--- src/hw/rtl/pdrd_pkg.sv ---
// Shared types, result codes and helpers for the packed DNA record decoder.
// No dependencies; every other file of the block imports this package.
package pdrd_pkg;

    localparam int LENGTH_WIDTH_DEF = 32;
    localparam int QUEUE_DEPTH      = 4;

    localparam logic [7:0] PAD_PATTERN = 8'hAA;

    typedef enum logic [2:0] {
        KIND_START    = 3'd0,
        KIND_BASES    = 3'd1,
        KIND_REF      = 3'd2,
        KIND_CATEGORY = 3'd3,
        KIND_ERROR    = 3'd4,
        KIND_END      = 3'd5
    } kind_t;

    localparam logic [2:0] ERR_NONE      = 3'd0;
    localparam logic [2:0] ERR_LENGTH    = 3'd1;
    localparam logic [2:0] ERR_CATEGORY  = 3'd2;
    localparam logic [2:0] ERR_PADDING   = 3'd3;
    localparam logic [2:0] ERR_TRUNCATED = 3'd4;

    // One classified item on its way from the parser to the output stage.
    typedef struct packed {
        kind_t       kind;
        logic [31:0] length;
        logic        has_ref;
        logic [7:0]  data;
        logic [2:0]  count;
        logic        last;
        logic [7:0]  category;
        logic [31:0] ref_id;
        logic [31:0] ref_pos;
        logic [2:0]  err_code;
    } entry_t;

    // Bits of a packed byte that hold the first count bases.
    function automatic logic [7:0] base_keep_mask(input logic [2:0] count);
        logic [7:0] mask;
        unique case (count)
            3'd0:    mask = 8'h00;
            3'd1:    mask = 8'h03;
            3'd2:    mask = 8'h0F;
            3'd3:    mask = 8'h3F;
            default: mask = 8'hFF;
        endcase
        return mask;
    endfunction

endpackage

--- src/hw/rtl/packed_dna_record_decoder.sv ---
// Top level of the packed DNA record decoder: parser, item queue, output stage.
// Depends on pdrd_pkg, pdrd_front, pdrd_queue and pdrd_back.
//
// The decoder takes one byte of a packed record stream per clock (push while full
// is low) and can keep that pace indefinitely: each byte is parsed as it is taken,
// at most one result is queued for it, and the output register is refilled in the
// same cycle its item is popped. A result passes through the item queue and then
// the output register; full rises only when the four-entry item queue and the
// output register are all occupied because results are not being popped. Only the
// last field byte of a long length, category or reference trailer gives a result.
// After any error result the decoder accepts bytes but produces nothing until reset.
// The limit registers (0 min_length, 1 max_length, 2 max_category) should be
// written only while no item is in flight.
module packed_dna_record_decoder
    import pdrd_pkg::*;
#(
    parameter int LENGTH_WIDTH = LENGTH_WIDTH_DEF
) (
    input  logic               clk,
    input  logic               rst_n,
    input  logic               cfg_write,
    input  logic [1:0]         cfg_index,
    input  logic [31:0]        cfg_data,
    input  logic               push,
    output logic               full,
    input  logic [7:0]         data_byte,
    input  logic               stream_end,
    output logic               empty,
    input  logic               pop,
    output logic [2:0]         result_kind,
    output logic [31:0]        read_length,
    output logic               has_reference,
    output logic [7:0]         bases,
    output logic [2:0]         base_count,
    output logic               last_of_read,
    output logic [7:0]         category,
    output logic signed [31:0] reference_id,
    output logic signed [31:0] reference_pos,
    output logic [2:0]         error_code
);

    logic   accept;
    logic   q_push;
    entry_t q_wr_entry;
    logic   q_full;
    logic   q_empty;
    logic   q_pop;
    entry_t q_rd_entry;

    assign full   = q_full;
    assign accept = push && !q_full;

    pdrd_front #(
        .LENGTH_WIDTH (LENGTH_WIDTH)
    ) u_front (
        .clk        (clk),
        .rst_n      (rst_n),
        .cfg_write  (cfg_write),
        .cfg_index  (cfg_index),
        .cfg_data   (cfg_data),
        .accept     (accept),
        .data_byte  (data_byte),
        .stream_end (stream_end),
        .q_push     (q_push),
        .q_entry    (q_wr_entry)
    );

    pdrd_queue u_queue (
        .clk      (clk),
        .rst_n    (rst_n),
        .push     (q_push),
        .wr_entry (q_wr_entry),
        .pop      (q_pop),
        .full     (q_full),
        .empty    (q_empty),
        .rd_entry (q_rd_entry)
    );

    pdrd_back u_back (
        .clk           (clk),
        .rst_n         (rst_n),
        .q_empty       (q_empty),
        .q_entry       (q_rd_entry),
        .q_pop         (q_pop),
        .pop           (pop),
        .empty         (empty),
        .result_kind   (result_kind),
        .read_length   (read_length),
        .has_reference (has_reference),
        .bases         (bases),
        .base_count    (base_count),
        .last_of_read  (last_of_read),
        .category      (category),
        .reference_id  (reference_id),
        .reference_pos (reference_pos),
        .error_code    (error_code)
    );

endmodule

--- src/hw/rtl/pdrd_front.sv ---
// Byte parser of the packed DNA record decoder: control bytes, length and
// category fields, base bytes and reference trailers. Holds the limit registers.
// Depends on pdrd_pkg.
module pdrd_front
    import pdrd_pkg::*;
#(
    parameter int LENGTH_WIDTH = LENGTH_WIDTH_DEF
) (
    input  logic        clk,
    input  logic        rst_n,
    input  logic        cfg_write,
    input  logic [1:0]  cfg_index,
    input  logic [31:0] cfg_data,
    input  logic        accept,
    input  logic [7:0]  data_byte,
    input  logic        stream_end,
    output logic        q_push,
    output entry_t      q_entry
);

    typedef enum logic [4:0] {
        PH_CONTROL   = 5'b00001,
        PH_LENGTH    = 5'b00010,
        PH_CATEGORY  = 5'b00100,
        PH_BASES     = 5'b01000,
        PH_REFERENCE = 5'b10000
    } phase_t;

    localparam logic [1:0] CFG_MIN_LENGTH   = 2'd0;
    localparam logic [1:0] CFG_MAX_LENGTH   = 2'd1;
    localparam logic [1:0] CFG_MAX_CATEGORY = 2'd2;

    logic [31:0]             min_len_reg;
    logic [31:0]             max_len_reg;
    logic [7:0]              max_cat_reg;

    phase_t                  phase_reg, phase_next;
    logic [2:0]              idx_reg, idx_next;
    logic [31:0]             acc_reg, acc_next;
    logic [LENGTH_WIDTH-1:0] remaining_reg, remaining_next;
    logic                    ref_flag_reg, ref_flag_next;
    logic [31:0]             saved_id_reg, saved_id_next;
    logic [7:0]              category_reg, category_next;
    logic                    halted_reg, halted_next;

    logic [31:0] acc_merged;
    logic [2:0]  idx_inc;
    logic [2:0]  bases_cnt;
    logic        bases_last;
    logic [7:0]  pad_mask;
    logic        do_start;
    logic [31:0] start_len;
    logic        len_bad;
    logic        do_fail;
    logic [2:0]  fail_code;
    logic        emit;
    entry_t      entry;

    always_ff @(posedge clk or negedge rst_n) begin
        if (!rst_n) begin
            min_len_reg <= '0;
            max_len_reg <= '1;
            max_cat_reg <= '1;
        end
        else if (cfg_write) begin
            if (cfg_index == CFG_MIN_LENGTH) begin
                min_len_reg <= cfg_data;
            end
            if (cfg_index == CFG_MAX_LENGTH) begin
                max_len_reg <= cfg_data;
            end
            if (cfg_index == CFG_MAX_CATEGORY) begin
                max_cat_reg <= cfg_data[7:0];
            end
        end
    end

    assign acc_merged = acc_reg | (32'(data_byte) << {idx_reg[1:0], 3'b000});
    assign idx_inc    = idx_reg + 3'd1;
    assign bases_cnt  = (remaining_reg >= LENGTH_WIDTH'(4)) ? 3'd4 : 3'(remaining_reg);
    assign bases_last = (remaining_reg <= LENGTH_WIDTH'(4));
    assign pad_mask   = ~base_keep_mask(bases_cnt);
    // Lengths that do not fit the length counter are rejected like out-of-range ones.
    assign len_bad    = ((start_len >> LENGTH_WIDTH) != 32'd0) ||
                        (start_len > max_len_reg) || (start_len < min_len_reg);

    always_comb begin
        phase_next     = phase_reg;
        idx_next       = idx_reg;
        acc_next       = acc_reg;
        remaining_next = remaining_reg;
        ref_flag_next  = ref_flag_reg;
        saved_id_next  = saved_id_reg;
        category_next  = category_reg;
        halted_next    = halted_reg;
        do_start       = 1'b0;
        start_len      = 32'd0;
        do_fail        = 1'b0;
        fail_code      = ERR_NONE;
        emit           = 1'b0;
        entry          = '0;

        if (accept && !halted_reg) begin
            if (stream_end) begin
                if (phase_reg == PH_CONTROL) begin
                    emit       = 1'b1;
                    entry.kind = KIND_END;
                end
                else begin
                    do_fail   = 1'b1;
                    fail_code = ERR_TRUNCATED;
                end
            end
            else begin
                unique case (phase_reg)
                    PH_LENGTH, PH_CATEGORY: begin
                        acc_next = acc_merged;
                        idx_next = idx_inc;
                        if (idx_inc == 3'd4) begin
                            if (phase_reg == PH_LENGTH) begin
                                do_start  = 1'b1;
                                start_len = acc_merged;
                            end
                            else if (acc_merged > {24'd0, max_cat_reg}) begin
                                do_fail   = 1'b1;
                                fail_code = ERR_CATEGORY;
                            end
                            else begin
                                category_next = acc_merged[7:0];
                                phase_next    = PH_CONTROL;
                                idx_next      = 3'd0;
                                acc_next      = 32'd0;
                                emit          = 1'b1;
                                entry.kind    = KIND_CATEGORY;
                            end
                        end
                    end
                    PH_BASES: begin
                        if (bases_last && (bases_cnt != 3'd4) &&
                            ((data_byte & pad_mask) != (PAD_PATTERN & pad_mask))) begin
                            do_fail   = 1'b1;
                            fail_code = ERR_PADDING;
                        end
                        else begin
                            remaining_next = remaining_reg - LENGTH_WIDTH'(bases_cnt);
                            if (bases_last) begin
                                idx_next   = 3'd0;
                                acc_next   = 32'd0;
                                phase_next = ref_flag_reg ? PH_REFERENCE : PH_CONTROL;
                            end
                            emit        = 1'b1;
                            entry.kind  = KIND_BASES;
                            entry.data  = data_byte;
                            entry.count = bases_cnt;
                            entry.last  = bases_last && !ref_flag_reg;
                        end
                    end
                    PH_REFERENCE: begin
                        // Bytes 0..3 are the reference id, bytes 4..7 the position.
                        idx_next = idx_inc;
                        if (idx_inc == 3'd4) begin
                            saved_id_next = acc_merged;
                            acc_next      = 32'd0;
                        end
                        else if (idx_inc != 3'd0) begin
                            acc_next = acc_merged;
                        end
                        else begin
                            acc_next      = 32'd0;
                            phase_next    = PH_CONTROL;
                            emit          = 1'b1;
                            entry.kind    = KIND_REF;
                            entry.last    = 1'b1;
                            entry.ref_id  = saved_id_reg;
                            entry.ref_pos = acc_merged;
                        end
                    end
                    PH_CONTROL: begin
                        idx_next      = 3'd0;
                        acc_next      = 32'd0;
                        ref_flag_next = 1'b0;
                        if (!data_byte[7]) begin
                            do_start  = 1'b1;
                            start_len = {25'd0, data_byte[6:0]};
                        end
                        else if (!data_byte[6]) begin
                            ref_flag_next = data_byte[5];
                            phase_next    = PH_LENGTH;
                        end
                        else begin
                            phase_next = PH_CATEGORY;
                        end
                    end
                    default: begin
                        phase_next = PH_CONTROL;
                    end
                endcase
            end

            if (do_start) begin
                if (len_bad) begin
                    do_fail   = 1'b1;
                    fail_code = ERR_LENGTH;
                end
                else begin
                    remaining_next = start_len[LENGTH_WIDTH-1:0];
                    idx_next       = 3'd0;
                    acc_next       = 32'd0;
                    if (start_len != 32'd0) begin
                        phase_next = PH_BASES;
                    end
                    else if (ref_flag_next) begin
                        phase_next = PH_REFERENCE;
                    end
                    else begin
                        phase_next = PH_CONTROL;
                    end
                    emit          = 1'b1;
                    entry.kind    = KIND_START;
                    entry.length  = start_len;
                    entry.has_ref = ref_flag_next;
                    entry.last    = (start_len == 32'd0) && !ref_flag_next;
                end
            end

            if (do_fail) begin
                halted_next    = 1'b1;
                phase_next     = PH_CONTROL;
                emit           = 1'b1;
                entry          = '0;
                entry.kind     = KIND_ERROR;
                entry.err_code = fail_code;
            end
        end

        entry.category = category_next;
    end

    always_ff @(posedge clk or negedge rst_n) begin
        if (!rst_n) begin
            phase_reg     <= PH_CONTROL;
            idx_reg       <= '0;
            acc_reg       <= '0;
            remaining_reg <= '0;
            ref_flag_reg  <= 1'b0;
            saved_id_reg  <= '0;
            category_reg  <= '0;
            halted_reg    <= 1'b0;
        end
        else begin
            phase_reg     <= phase_next;
            idx_reg       <= idx_next;
            acc_reg       <= acc_next;
            remaining_reg <= remaining_next;
            ref_flag_reg  <= ref_flag_next;
            saved_id_reg  <= saved_id_next;
            category_reg  <= category_next;
            halted_reg    <= halted_next;
        end
    end

    assign q_push  = emit;
    assign q_entry = entry;

endmodule

--- src/hw/rtl/pdrd_queue.sv ---
// Short queue of classified items between the parser and the output stage.
// Depends on pdrd_pkg for the entry type and depth.
module pdrd_queue
    import pdrd_pkg::*;
(
    input  logic   clk,
    input  logic   rst_n,
    input  logic   push,
    input  entry_t wr_entry,
    input  logic   pop,
    output logic   full,
    output logic   empty,
    output entry_t rd_entry
);

    localparam int PTR_W = (QUEUE_DEPTH > 1) ? $clog2(QUEUE_DEPTH) : 1;
    localparam int CNT_W = $clog2(QUEUE_DEPTH + 1);

    entry_t             mem [QUEUE_DEPTH];
    logic [PTR_W-1:0]   wr_ptr_reg, wr_ptr_next;
    logic [PTR_W-1:0]   rd_ptr_reg, rd_ptr_next;
    logic [CNT_W-1:0]   count_reg, count_next;
    logic               do_push;
    logic               do_pop;

    assign full     = (count_reg == CNT_W'(QUEUE_DEPTH));
    assign empty    = (count_reg == '0);
    assign do_push  = push && !full;
    assign do_pop   = pop && !empty;
    assign rd_entry = mem[rd_ptr_reg];

    always_comb begin
        wr_ptr_next = wr_ptr_reg;
        rd_ptr_next = rd_ptr_reg;
        count_next  = count_reg;
        if (do_push) begin
            wr_ptr_next = (wr_ptr_reg == PTR_W'(QUEUE_DEPTH - 1)) ? '0 : wr_ptr_reg + 1'b1;
        end
        if (do_pop) begin
            rd_ptr_next = (rd_ptr_reg == PTR_W'(QUEUE_DEPTH - 1)) ? '0 : rd_ptr_reg + 1'b1;
        end
        if (do_push && !do_pop) begin
            count_next = count_reg + 1'b1;
        end
        else if (do_pop && !do_push) begin
            count_next = count_reg - 1'b1;
        end
    end

    always_ff @(posedge clk) begin
        if (do_push) begin
            mem[wr_ptr_reg] <= wr_entry;
        end
    end

    always_ff @(posedge clk or negedge rst_n) begin
        if (!rst_n) begin
            wr_ptr_reg <= '0;
            rd_ptr_reg <= '0;
            count_reg  <= '0;
        end
        else begin
            wr_ptr_reg <= wr_ptr_next;
            rd_ptr_reg <= rd_ptr_next;
            count_reg  <= count_next;
        end
    end

endmodule

--- src/hw/rtl/pdrd_back.sv ---
// Output stage of the packed DNA record decoder: turns a queued item into the
// result fields and holds it in a register until it is popped. Depends on pdrd_pkg.
module pdrd_back
    import pdrd_pkg::*;
(
    input  logic               clk,
    input  logic               rst_n,
    input  logic               q_empty,
    input  entry_t             q_entry,
    output logic               q_pop,
    input  logic               pop,
    output logic               empty,
    output logic [2:0]         result_kind,
    output logic [31:0]        read_length,
    output logic               has_reference,
    output logic [7:0]         bases,
    output logic [2:0]         base_count,
    output logic               last_of_read,
    output logic [7:0]         category,
    output logic signed [31:0] reference_id,
    output logic signed [31:0] reference_pos,
    output logic [2:0]         error_code
);

    logic        out_valid_reg, out_valid_next;
    logic        load;
    logic [2:0]  kind_reg;
    logic [31:0] length_reg;
    logic        has_ref_reg;
    logic [7:0]  bases_reg;
    logic [2:0]  count_reg;
    logic        last_reg;
    logic [7:0]  category_reg;
    logic [31:0] ref_id_reg;
    logic [31:0] ref_pos_reg;
    logic [2:0]  err_reg;
    logic        is_start;
    logic        is_bases;
    logic        is_ref;
    logic        is_error;

    // The output register refills in the same cycle that its item is popped.
    assign load  = !q_empty && (!out_valid_reg || pop);
    assign q_pop = load;

    assign is_start = (q_entry.kind == KIND_START);
    assign is_bases = (q_entry.kind == KIND_BASES);
    assign is_ref   = (q_entry.kind == KIND_REF);
    assign is_error = (q_entry.kind == KIND_ERROR);

    always_comb begin
        out_valid_next = out_valid_reg;
        if (load) begin
            out_valid_next = 1'b1;
        end
        else if (pop) begin
            out_valid_next = 1'b0;
        end
    end

    always_ff @(posedge clk or negedge rst_n) begin
        if (!rst_n) begin
            out_valid_reg <= 1'b0;
        end
        else begin
            out_valid_reg <= out_valid_next;
        end
    end

    always_ff @(posedge clk) begin
        if (load) begin
            kind_reg     <= q_entry.kind;
            length_reg   <= is_start ? q_entry.length : 32'd0;
            has_ref_reg  <= is_start && q_entry.has_ref;
            bases_reg    <= is_bases ? (q_entry.data & base_keep_mask(q_entry.count)) : 8'd0;
            count_reg    <= is_bases ? q_entry.count : 3'd0;
            last_reg     <= q_entry.last;
            category_reg <= q_entry.category;
            ref_id_reg   <= is_ref ? q_entry.ref_id : 32'd0;
            ref_pos_reg  <= is_ref ? q_entry.ref_pos : 32'd0;
            err_reg      <= is_error ? q_entry.err_code : ERR_NONE;
        end
    end

    assign empty         = !out_valid_reg;
    assign result_kind   = kind_reg;
    assign read_length   = length_reg;
    assign has_reference = has_ref_reg;
    assign bases         = bases_reg;
    assign base_count    = count_reg;
    assign last_of_read  = last_reg;
    assign category      = category_reg;
    assign reference_id  = signed'(ref_id_reg);
    assign reference_pos = signed'(ref_pos_reg);
    assign error_code    = err_reg;

endmodule

--- config.mk ---
export PLATFORM = sky130hd
export DESIGN_NAME = packed_dna_record_decoder
export DESIGN_NICKNAME = d
export VERILOG_FILES = /design/src/hw/rtl/pdrd_pkg.sv /design/src/hw/rtl/packed_dna_record_decoder.sv /design/src/hw/rtl/pdrd_front.sv /design/src/hw/rtl/pdrd_queue.sv /design/src/hw/rtl/pdrd_back.sv
export SDC_FILE = /design/constraint.sdc
export NUM_CORES = 1
export LEC_CHECK = 0
export BUFFER_PORTS_ARGS = -buffer_cell sky130_fd_sc_hd__buf_2
export CAP_MARGIN = 0
export CORE_MARGIN = 2
export CORE_UTILIZATION = 55
export DETAILED_ROUTE_END_ITERATION = 10
export HOLD_SLACK_MARGIN = 0.08
export PLACE_DENSITY_LB_ADDON = 0.12
export SETUP_SLACK_MARGIN = 0.2
export SYNTH_ARGS = -nofsm -noshare
export SYNTH_HDL_FRONTEND = slang
export SYNTH_HIERARCHICAL = 1
export SYNTH_SLANG_ARGS = --single-unit
--- constraint.sdc ---
create_clock -name clk -period 16.55 [get_ports clk]
set_clock_uncertainty 0.1 [all_clocks]
set_input_delay 1.655 -clock clk [delete_from_list [all_inputs] [get_ports clk]]
set_output_delay 1.655 -clock clk [all_outputs]
set_load 0.01 [all_outputs]
==> results.yml <==
grt:
  antenna_found_initial: 2
  grt_max_degree: 72
  grt.total_usage: 0.267
  grt_pass1_vias: 20000
  grt-ovfl-total: 0
  grt_pass1_wl_mm: 126
clock_network:
  root_buffer: "clkbuf_16"
  hold_buffers: 0
  tritoncts: "built"
  cts.sinks: 809
  post_cts_resized: 0
  clk_path_buf_depth: 3
  h-tree-depth: 3
  numCtsBuffers: 83
  clk_latency_ps: 640
  postCtsSetupBuffers: 0
  clk_pin_slew_worst_paths_ps: 60
setup_path:
  path_cells: "nor4_1 > nand3_1 > nor2_1 > nand2_1 > nor2_1 > ha_1 > nand4_1 > nor4_1 > o311ai_0 > o211a_1 > a221oi_2 > and2_1 > or4_1 > o21ai_0"
  cp-startpoint: "u_front/phase_reg[4]"
  ff2ff_path_depth: 14
  crit_end: "u_front/acc_reg[9]"
  crit_slowest_cell: "and2_1"
  reg2reg_to: "u_front/acc_reg[9]"
  critical_path_required_ps: 16920
  crit_path_max_incr_delay_ps: 1010
  r2r-start: "u_front/phase_reg[4]"
  cp.arrival_ps: 8320
  cp_max_fo: 28
  end_kind: "register"
  critPathKind: "reg2reg"
  reg2reg_slack_ps: 8600
  start_kind: "register"
synth:
  ys.flop_type: "edfxtp_1"
  syn_area_um2: 34000
  synthCells: 2253
  synth-seq-cells: 809
  yosysUniqueCellTypes: 86
  syn_avg_cell_area_um2: 15.1
  synth_edf_count: 615
  ys_warn_count: 6
  synthArstFlopShare: 0.240
  ys_seq_area_frac: 0.686
  syn_nets: 2383
sta:
  rsz0062_at_grt: "false"
  setup_viol: 0
  fmax_mhz: 126
  slew_headroom: 0.221
  timing_worst_slew_pin_value_ps: 1170
  final-hold-violation-count: 0
  tns_ps: 0
  fin_crit_sh: 0.480
  drv_slew: 0
  finalCriticalPeriod_ps: 7950
run_status:
  outcome: "finished, final reports clean"
pwr:
  power_density_nw_per_um2: 146
  leakage_nw: 14.4
  vdd_drop_max_mv: 0.0872
detailed_routing:
  dr.first_iter.drc_count: 1798
  wl_per_cell_um: 25.3
  finalWirelength_mm: 83.8
  ant_nets: 0
  drcViolationCount: 0
  drt-vias-per-instance: 6.06
  num_vias: 20100
  first_pass_iters: 6
die:
  dieArea_um2: 63900
  pin_count: 173
  fp.dieW_um: 253
  core-area_um2: 61500
  chipHeight_um: 253
  placementRows: 91
  start_util: 0.554
min_path:
  hp-class: "reg2reg"
placement:
  portBuffers: 172
  place_hpwl_mm: 55.7
  place_congestion: 0.897
flow_run:
  drv_cap: 0
layout:
  post-route-util: 0.628
  fin_nets: 2583
  largest_reg_flops: 492
  drive_above_1_share: 0.242
  regMostFlops: "u_queue/mem"
  num-fill-cells: 4601
  area_growth_pct: 13.5
routing by layer:
| metal | wire length [µm] | GRT usage | part of all wire | vias to the layer above |
|---|---|---|---|---|
| met4 | 2440 | 0.0874 | 0.029 | 2 |
| li1 | - | - | - | 8895 |
| met3 | 5450 | 0.0422 | 0.065 | 151 |
| met5 | 13 | 0 | 0.00016 | - |
| met2 | 39800 | 0.420 | 0.47 | 730 |
| met1 | 36100 | 0.387 | 0.43 | 10300 |
stage by stage:
| stage | setup WS [ps] | instance area [µm²] | total power [W] | instances | hold slack, ps |
|---|---|---|---|---|---|
| 2_1_floorplan | 6390 | 34000 | 0.00341 | 2253 | 342 |
| 3_3_place_gp | 8260 | 35900 | 0.00382 | 3158 | 356 |
| 3_5_place_dp | 8140 | 35900 | 0.00383 | 3158 | 362 |
| 4_1_cts | 8580 | 38600 | 0.00570 | 3313 | 375 |
| 5_1_grt | 8060 | 38600 | 0.00589 | 3313 | 395 |
| 6_report | 8600 | 38600 | 0.00565 | 3314 | 369 |
cells in the final DEF (no fill, tap or decap), types with 22 or more instances in the layout:
cell,n
nor3_1,35
buf_2,171
ha_1,81
clkbuf_16,85
a21oi_1,83
dfrtp_1,151
dfstp_2,41
o21ai_0,126
edfxtp_1,615
nand2_1,134
and2_1,136
nor2_1,152
mux2_2,45
buf_4,52
mux4_2,123
and3_1,31
inv_1,113
nand4_1,22
how the worst min path moves through the flow:
stage	end	slack [ps]	cells after the start	startpoint
after global placement	u_front/saved_id_reg[10]	360	2	u_front/saved_id_reg[10]
after global routing	u_front/saved_id_reg[5]	400	2	u_front/saved_id_reg[5]
after floorplan	u_front/saved_id_reg[0]	340	2	u_front/saved_id_reg[0]
after detailed placement	u_front/saved_id_reg[18]	360	2	u_front/saved_id_reg[18]
final	u_front/saved_id_reg[5]	370	2	u_front/saved_id_reg[5]
after CTS	u_front/saved_id_reg[23]	370	2	u_front/saved_id_reg[23]
where the power goes:
part / switching [W] / leakage [nW] / internal, W
Sequential: 0.000135 / 8.07 / 0.00245
Combinational: 0.000686 / 5.03 / 0.000507
Clock: 0.000789 / 1.33 / 0.00108
layout make-up:
| type | count | area [µm²] | share of cell area |
|---|---|---|---|
| inverter | 113 | 424 | 0.0110 |
| clock buffer | 108 | 2290 | 0.0594 |
| clock inverter | 47 | 487 | 0.0126 |
| tap | 790 | 988 | 0.0256 |
| sequential | 809 | 23400 | 0.605 |
| multi-input combinational | 1222 | 9800 | 0.254 |
| antenna | 1 | 2.50 | 0.0000648 |
| timing repair buffer | 224 | 1260 | 0.0326 |
cells by family (layout without fill, tap and decap cells):
logic type,after synthesis,in the layout,synth area share
AND/OR/NAND/NOR,630,630,0.0964
flip-flops,809,809,0.686
buffers and inverters,222,492,0.0280
AO/OA/AOI/OAI,334,334,0.0606
adder cells (fa/ha/maj),82,82,0.0304
other,1,2,0.000110
XOR/XNOR,6,6,0.00154
multiplexers,169,169,0.0965
synth_stat cells, types with 7 or more instances:
cell type | instances | area (µm²)
nor3_1 | 35 | 175
dfrtp_1 | 153 | 3830
mux2_2 | 45 | 507
buf_2 | 27 | 135
and2_1 | 140 | 876
nand4_1 | 22 | 138
nor2_1 | 152 | 571
edfxtp_1 | 615 | 18500
and3_1 | 31 | 194
mux4_2 | 123 | 2770
clkbuf_2 | 7 | 35.0
or3_1 | 9 | 56.3
ha_1 | 81 | 1010
clkbuf_1 | 62 | 233
buf_6 | 9 | 101
nor2b_1 | 11 | 68.8
dfstp_2 | 41 | 1080
nand3_1 | 21 | 105
a211o_1 | 14 | 123
a31oi_1 | 7 | 43.8
nor4_1 | 20 | 125
inv_1 | 113 | 424
nand2_1 | 135 | 507
or4_1 | 11 | 82.6
o21ai_0 | 126 | 631
nand2b_1 | 8 | 50.1
a21o_1 | 11 | 82.6
a21oi_1 | 91 | 455
worst max-delay path: cells and delay by family, from the launching register on:
family / cells / cell delay, ps
adders and majority gates: 1 / 210
and+or+nand+nor: 9 / 5300
DFF: 1 / 570
AOI/OAI and AO/OA: 4 / 1580
No activity file was read; power rests on OpenSTA's default activity.
